==> src/bc_pkg.sv <==
// ----------------------------------------------------------------------------
// bc_pkg - binomial coefficient shared definitions
// Field widths, port widths and sizing constants for the iterative datapath.
// ----------------------------------------------------------------------------
`default_nettype none

package bc_pkg;

    // stream word layout
    localparam int IDX_W     = 7;                    // n_top / k_choose width
    localparam int S_TDATA_W = 16;                   // two indices, padded to bytes
    localparam int COEFF_W   = 29;
    localparam int M_TDATA_W = 32;                   // coeff, padded to bytes

    // largest n handled in the general case
    localparam int MAX_TOP   = 31;

    // datapath sizing (n <= 31 in the general case, so min(k, n-k) <= 15)
    localparam int TOP_W     = 5;                    // n in general case
    localparam int STEP_W    = 4;                    // step index j, divisor
    localparam int PROD_W    = COEFF_W + TOP_W;      // running value times (n-j+1)
    localparam int DIV_CNT_W = $clog2(PROD_W);

endpackage : bc_pkg

`default_nettype wire

==> src/bc_div.sv <==
// ----------------------------------------------------------------------------
// bc_div - iterative restoring divider
// One quotient bit per cycle; a PROD_W-bit dividend by a STEP_W-bit divisor.
// ----------------------------------------------------------------------------
`default_nettype none

module bc_div
(
    input  wire logic                          clk,
    input  wire logic                          rst_n,
    input  wire logic                          start,
    input  wire logic [bc_pkg::PROD_W-1:0]     dividend,
    input  wire logic [bc_pkg::STEP_W-1:0]     divisor,
    output logic                               done,
    output logic [bc_pkg::PROD_W-1:0]          quotient
);

    logic                           busy_reg, busy_next;
    logic                           done_reg, done_next;
    logic [bc_pkg::DIV_CNT_W-1:0]   cnt_reg, cnt_next;
    logic [bc_pkg::PROD_W-1:0]      quo_reg, quo_next;
    logic [bc_pkg::STEP_W-1:0]      rem_reg, rem_next;
    logic [bc_pkg::STEP_W-1:0]      dsr_reg, dsr_next;
    logic [bc_pkg::STEP_W:0]        rem_shift;
    logic [bc_pkg::STEP_W:0]        rem_sub;
    logic                           fits;

    // partial remainder stays below the divisor, so STEP_W+1 bits cover the shift
    assign rem_shift = {rem_reg, quo_reg[bc_pkg::PROD_W-1]};
    assign fits      = (rem_shift >= {1'b0, dsr_reg});
    assign rem_sub   = rem_shift - {1'b0, dsr_reg};

    always_comb
    begin
        busy_next = busy_reg;
        done_next = 1'b0;
        cnt_next  = cnt_reg;
        quo_next  = quo_reg;
        rem_next  = rem_reg;
        dsr_next  = dsr_reg;
        if (start)
        begin
            busy_next = 1'b1;
            cnt_next  = bc_pkg::DIV_CNT_W'(bc_pkg::PROD_W - 1);
            quo_next  = dividend;
            rem_next  = '0;
            dsr_next  = divisor;
        end
        else if (busy_reg)
        begin
            quo_next = {quo_reg[bc_pkg::PROD_W-2:0], fits};
            rem_next = fits ? rem_sub[bc_pkg::STEP_W-1:0] : rem_shift[bc_pkg::STEP_W-1:0];
            if (cnt_reg == '0)
            begin
                busy_next = 1'b0;
                done_next = 1'b1;
            end
            else
            begin
                cnt_next = cnt_reg - 1'b1;
            end
        end
    end

    always_ff @(posedge clk or negedge rst_n)
    begin
        if (!rst_n)
        begin
            busy_reg <= 1'b0;
            done_reg <= 1'b0;
            cnt_reg  <= '0;
        end
        else
        begin
            busy_reg <= busy_next;
            done_reg <= done_next;
            cnt_reg  <= cnt_next;
        end
    end

    always_ff @(posedge clk)
    begin
        quo_reg <= quo_next;
        rem_reg <= rem_next;
        dsr_reg <= dsr_next;
    end

    assign done     = done_reg;
    assign quotient = quo_reg;

endmodule : bc_div

`default_nettype wire

==> src/binomial_coefficient.sv <==
// ----------------------------------------------------------------------------
// binomial_coefficient - n choose k, multiplicative method
// Sequencer, one small multiplier and a shared bit-serial divider.
// ----------------------------------------------------------------------------
// Usage:
//   Slave stream s_*: one word carries a signed pair (n, k). s_tready is high
//   only while the sequencer is idle, so one word is in work at a time.
//   Master stream m_*: one word per input word, coeff in m_tdata, the
//   overflow flag in m_tuser.
// Special cases (k zero or k equal to n, out-of-domain pairs, n above
// MAX_TOP) are settled in the accept cycle; the result then passes through
// ST_DONE into the output register, which raises m_tvalid. General case:
// for j = 1 .. min(k, n-k) the running value is multiplied by (n-j+1) in
// ST_MUL, then divided exactly by j in the shared restoring divider, one
// quotient bit per cycle. s_tready returns in the same cycle as the result
// moves into the output register.
// Stall: a result waits in the output register while m_tready is low; a
// finished result behind it waits in the sequencer, which then holds off s_*.
// Reset (rst_n low, asynchronous) empties the output register and returns
// the sequencer to idle.
// ----------------------------------------------------------------------------
`default_nettype none

module binomial_coefficient
#(
    parameter int MAX_TOP = bc_pkg::MAX_TOP                 // 2 .. 31
)
(
    input  wire logic                             clk,
    input  wire logic                             rst_n,
    // slave stream
    input  wire logic                             s_tvalid,
    output logic                                  s_tready,
    input  wire logic [bc_pkg::S_TDATA_W-1:0]     s_tdata,   // [6:0] n_top, [13:7] k_choose
    // master stream
    output logic                                  m_tvalid,
    input  wire logic                             m_tready,
    output logic [bc_pkg::M_TDATA_W-1:0]          m_tdata,   // [28:0] coeff
    output logic                                  m_tuser    // [0] overflow
);

    typedef enum logic [1:0] {
        ST_IDLE,
        ST_MUL,
        ST_DIV,
        ST_DONE
    } state_t;

    localparam logic [bc_pkg::STEP_W-1:0] STEP_ONE = bc_pkg::STEP_W'(1);

    state_t                         state_reg, state_next;
    logic [bc_pkg::COEFF_W-1:0]     acc_reg, acc_next;      // running value C(n, j)
    logic                           ovf_reg, ovf_next;
    logic [bc_pkg::TOP_W-1:0]       top_reg, top_next;      // n
    logic [bc_pkg::STEP_W-1:0]      j_reg, j_next;          // current step
    logic [bc_pkg::STEP_W-1:0]      m_reg, m_next;          // last step
    logic                           out_valid_reg, out_valid_next;
    logic [bc_pkg::COEFF_W-1:0]     out_coeff_reg, out_coeff_next;
    logic                           out_ovf_reg, out_ovf_next;

    // input word decode
    logic signed [bc_pkg::IDX_W-1:0] n_in;
    logic signed [bc_pkg::IDX_W-1:0] k_in;
    logic [bc_pkg::TOP_W-1:0]        n_lo;
    logic [bc_pkg::TOP_W-1:0]        k_lo;
    logic [bc_pkg::TOP_W-1:0]        nk_lo;
    logic                            accept;

    // multiply / divide datapath
    logic [bc_pkg::TOP_W-1:0]        factor;
    logic [bc_pkg::PROD_W-1:0]       product;
    logic                            div_start;
    logic                            div_done;
    logic [bc_pkg::PROD_W-1:0]       div_quo;

    assign n_in   = $signed(s_tdata[bc_pkg::IDX_W-1:0]);
    assign k_in   = $signed(s_tdata[2*bc_pkg::IDX_W-1:bc_pkg::IDX_W]);
    assign n_lo   = n_in[bc_pkg::TOP_W-1:0];
    assign k_lo   = k_in[bc_pkg::TOP_W-1:0];
    assign nk_lo  = n_lo - k_lo;
    assign accept = s_tvalid && s_tready;

    // n - j + 1 stays in 1 .. 31
    assign factor    = top_reg - bc_pkg::TOP_W'(j_reg) + 1'b1;
    assign product   = bc_pkg::PROD_W'(acc_reg) * bc_pkg::PROD_W'(factor);
    assign div_start = (state_reg == ST_MUL);

    bc_div u_div
    (
        .clk      (clk),
        .rst_n    (rst_n),
        .start    (div_start),
        .dividend (product),
        .divisor  (j_reg),
        .done     (div_done),
        .quotient (div_quo)
    );

    always_comb
    begin
        state_next     = state_reg;
        acc_next       = acc_reg;
        ovf_next       = ovf_reg;
        top_next       = top_reg;
        j_next         = j_reg;
        m_next         = m_reg;
        out_valid_next = out_valid_reg;
        out_coeff_next = out_coeff_reg;
        out_ovf_next   = out_ovf_reg;

        if (out_valid_reg && m_tready)
        begin
            out_valid_next = 1'b0;
        end

        unique case (state_reg)
            ST_IDLE:
            begin
                if (accept)
                begin
                    ovf_next   = 1'b0;
                    top_next   = n_lo;
                    j_next     = STEP_ONE;
                    acc_next   = bc_pkg::COEFF_W'(1);
                    // min(k, n-k), valid in the general case only
                    m_next     = (k_lo < nk_lo) ? k_lo[bc_pkg::STEP_W-1:0]
                                                : nk_lo[bc_pkg::STEP_W-1:0];
                    state_next = ST_DONE;
                    priority if (k_in == '0 || n_in == k_in)
                    begin
                        acc_next = bc_pkg::COEFF_W'(1);
                    end
                    else if (n_in < 0 || k_in < 0 || k_in > n_in)
                    begin
                        acc_next = '0;
                    end
                    else if (n_in > $signed(bc_pkg::IDX_W'(MAX_TOP)))
                    begin
                        acc_next = '0;
                        ovf_next = 1'b1;
                    end
                    else
                    begin
                        state_next = ST_MUL;
                    end
                end
            end
            ST_MUL:
            begin
                // product is captured by the divider this cycle
                state_next = ST_DIV;
            end
            ST_DIV:
            begin
                if (div_done)
                begin
                    acc_next = div_quo[bc_pkg::COEFF_W-1:0];
                    if (j_reg == m_reg)
                    begin
                        state_next = ST_DONE;
                    end
                    else
                    begin
                        j_next     = j_reg + 1'b1;
                        state_next = ST_MUL;
                    end
                end
            end
            ST_DONE:
            begin
                if (!out_valid_reg || m_tready)
                begin
                    out_valid_next = 1'b1;
                    out_coeff_next = acc_reg;
                    out_ovf_next   = ovf_reg;
                    state_next     = ST_IDLE;
                end
            end
            default:
            begin
                state_next = ST_IDLE;
            end
        endcase
    end

    always_ff @(posedge clk or negedge rst_n)
    begin
        if (!rst_n)
        begin
            state_reg     <= ST_IDLE;
            out_valid_reg <= 1'b0;
        end
        else
        begin
            state_reg     <= state_next;
            out_valid_reg <= out_valid_next;
        end
    end

    always_ff @(posedge clk)
    begin
        acc_reg       <= acc_next;
        ovf_reg       <= ovf_next;
        top_reg       <= top_next;
        j_reg         <= j_next;
        m_reg         <= m_next;
        out_coeff_reg <= out_coeff_next;
        out_ovf_reg   <= out_ovf_next;
    end

    assign s_tready = (state_reg == ST_IDLE);
    assign m_tvalid = out_valid_reg;
    assign m_tdata  = bc_pkg::M_TDATA_W'(out_coeff_reg);
    assign m_tuser  = out_ovf_reg;

endmodule : binomial_coefficient

`default_nettype wire

==> config.mk <==
export PLATFORM = sky130hd
export DESIGN_NAME = binomial_coefficient
export DESIGN_NICKNAME = d
export VERILOG_FILES = /design/src/bc_pkg.sv /design/src/bc_div.sv /design/src/binomial_coefficient.sv
export SDC_FILE = /design/constraint.sdc
export NUM_CORES = 1
export LEC_CHECK = 0
export BUFFER_PORTS_ARGS = -buffer_cell sky130_fd_sc_hd__buf_4
export CAP_MARGIN = 20
export CORE_UTILIZATION = 50
export DETAILED_ROUTE_END_ITERATION = 16
export HOLD_SLACK_MARGIN = 0.08
export PLACE_DENSITY_LB_ADDON = 0.3
export SLEW_MARGIN = 15
export SYNTH_ARGS = -nofsm -noshare
export SYNTH_HDL_FRONTEND = slang
export SYNTH_SLANG_ARGS = --single-unit
==> constraint.sdc <==
create_clock -name clk -period 12.9 [get_ports clk]
set_input_delay 0 -clock clk [delete_from_list [all_inputs] [get_ports clk]]
set_output_delay 0 -clock clk [all_outputs]
set_load 0.01 [all_outputs]
==> flow_summary.yaml <==
worst_setup_path:
  crit_required_ps: 13050
  start_kind: "flop"
  timing.rr.end: "u_div.quotient[27]"
  r2r-start: "j_reg[1]"
  worstSetupEndpoint: "u_div.quotient[27]"
  path_max_fanout: 16
  r2r_setup_slack_ps: 6150
  end_kind: "flop"
  rr_worst_depth: 21
  cp.arrival_ps: 6900
  startpoint: "j_reg[1]"
  worst-setup-path-type: "flop to flop"
grt:
  grt-ovfl-total: 0
  grt_usage: 0.215
  grt_pass1_wl_um: 36200
  grt_start_max_net_pins: 66
  first_global_vias: 7363
  antenna_found_initial: 0
yosys:
  synth_flop_cell: "edfxtp_1"
  synth_top_cell_by_area: "edfxtp_1"
  synth_edf_count: 111
  ys_async_sr_fraction: 0.0873
  ys_seq_area_frac: 0.357
  synth_top_area_frac: 0.323
  synth.cell_area_sq_mm: 0.0103
  ys_warn_count: 0
  ys_types: 64
  syn-instance-count: 1023
  synth.avg_cell_area_sq_um: 10.1
  ys_top_cells_by_area: "edfxtp_1 32%, fa_1 16%, ha_1 8.7%, and2_1 8.4%, inv_1 5.0%"
  ys_ff_latch: 126
timing:
  rsz0062_at_grt: "false"
  period_minus_slack_ps: 6750
  setup_tns_ps: 0
  finalCritPeriodShare: 0.523
  slew_headroom: 0.281
  fmax_mhz: 148
  skew_ps: 9.24
  hold_viol: 0
  maxSlewViolCount: 0
  final-setup-viol-count: 0
  hold_ws_ps: 94.3
  worst_pin_slew_ps: 1080
detailed_routing:
  ant_nets: 0
  wl_per_cell_um: 15.5
  num_vias: 7097
  avgViaCountPerCell: 5.22
  first_pass_iters: 5
  route.detailed.drc: 0
  drt_iter0_drc: 349
  wl_um: 21100
clock_tree:
  root_buffer: "clkbuf_16"
  cts_sinks: 126
  path_clk_slew_ps: 70
  htreeDepth: 4
  numCtsBuffers: 17
  clockBufferDepth: 2
  insertion_delay_ps: 430
  cts_tree: "done"
floorplanning:
  dieArea_sq_mm: 0.0212
  ios: 55
  core_region_area_sq_mm: 0.0202
  die_x_um: 146
  initial_core_util: 0.511
  rows: 52
  die_h_um: 146
placed_design:
  gp_congestion: 0.840
  portBuffers: 49
  dp_hpwl_um: 15000
final_layout:
  nets: 1253
  area_growth_pct: 13.1
  fill_cells: 1725
  largest_reg_flops: 34
  drive_above_1_share: 0.101
  insertedDiodeCount: 0
worst_hold_path:
  min_path_type: "input port to flop"
run:
  maxCapViolations: 0
run_status:
  status: "completed"
## layer usage
metal | GRT usage | wire length (um)
met5 | 0 | 0
met2 | 0.364 | 10200
met3 | 0.0304 | 643
met1 | 0.281 | 9820
met4 | 0.0784 | 422
## worst min-delay path by stage
stage                     startpoint               end  slack, ps  cells past startpoint
after floorplan                rst_n          m_tvalid       -300                      0
after global placement         rst_n  u_div.cnt_reg[5]       -160                      1
after detailed placement       rst_n  u_div.cnt_reg[4]       -160                      1
after CTS                 s_tdata[6]      state_reg[1]         80                      5
after global routing      s_tdata[8]          m_reg[1]        110                      3
final                     s_tdata[6]      state_reg[1]         90                      5
## cell families (layout without fill, tap and decap cells)
group | count (synthesis) | count (layout) | synth area share
AND/OR/NAND/NOR | 344 | 344 | 0.174
buffers and inverters | 176 | 241 | 0.0686
AO/OA/AOI/OAI | 167 | 167 | 0.105
adder cells (fa/ha/maj) | 156 | 156 | 0.250
flip-flops | 126 | 126 | 0.357
XOR/XNOR | 47 | 47 | 0.0398
multiplexers | 6 | 6 | 0.00593
other | 1 | 3 | 0.000363
## cell usage in the layout, fill, tap and decap left out, drive strengths merged, types with 3 or more instances in the layout
master,n
a21oi,40
xnor2,23
edfxtp,111
o21a,6
a21boi,3
inv,149
nor4,3
buf,57
nand3,14
nand4,3
conb,3
a21o,27
and3,9
ha,72
clkbuf,19
o21ai,49
mux2i,5
nand2,111
o21bai,7
dfxtp,4
fa,84
a31oi,8
dlygate4sd3,14
xor2,24
nor2,32
a41oi,3
and4,5
nand2b,10
dfrtp,11
nor2b,7
nor3,6
a211oi,4
and2,139
## area by class of cell
class,count,area (sq um),share of cell area
clock buffers,19,475,0.0407
clock inverters,13,110,0.00942
inverters,138,518,0.0443
multi-input cells,723,5970,0.511
flip-flops and latches,126,3690,0.316
well taps,270,338,0.0289
repair buffers,71,583,0.0499
## per-stage QoR
| stage | std cells | utilization | setup slack [ps] | instance area, sq um |
|---|---|---|---|---|
| after global placement | 1312 | 0.540 | 6230 | 10900 |
| after CTS | 1358 | 0.576 | 6100 | 11700 |
| after detailed placement | 1312 | 0.540 | 6140 | 10900 |
| after global routing | 1360 | 0.577 | 5790 | 11700 |
| after floorplan | 1025 | - | 6970 | 10300 |
| final | 1360 | 0.577 | 6150 | 11700 |
## what timing repair did
action	in CTS	in global routing
resized for setup	0	0
setup buffers	0	0
hold endpoints to repair	24	0
hold buffers	14	0
endpoints found under the setup margin	0	0
## synth_stat cells, types with 3 or more instances
cell type and instances:
a31oi_1 8, and3_1 8, xor2_1 24, nand2b_1 10, inv_1 138, a211oi_1 4
edfxtp_1 111, clkbuf_1 28, nand2_1 111, and4_1 4, ha_1 72, mux2i_1 5
dfrtp_1 11, o21ai_0 46, buf_4 3, nor2_1 32, a41oi_1 3, nor3_1 6
dfxtp_1 4, nand4_1 3, a21oi_1 40, nor2b_1 7, o21ai_1 3, and2_1 139
fa_1 84, xnor2_1 23, a21o_2 4, a21o_1 23, o21a_1 6, nand3_1 14
o21bai_1 7
## worst max-delay path, cell delays in order (launching register included)
cell and delay (ps):
edfxtp_1 480, ha_1 320, inv_1 40, ha_1 220, fa_1 410, xor2_2 590, buf_4 380, and2_1 190
fa_1 460, fa_1 550, inv_1 60, fa_1 520, inv_1 40, ha_1 380, a21o_1 230, a21o_1 200
nor4_2 240, a21oi_1 140, a311o_2 460, a31oi_1 220, xor2_1 230, o21ai_0 110
Power is not shown: default switching activity piles up to over one toggle a cycle in this logic, so the estimate is an artifact.
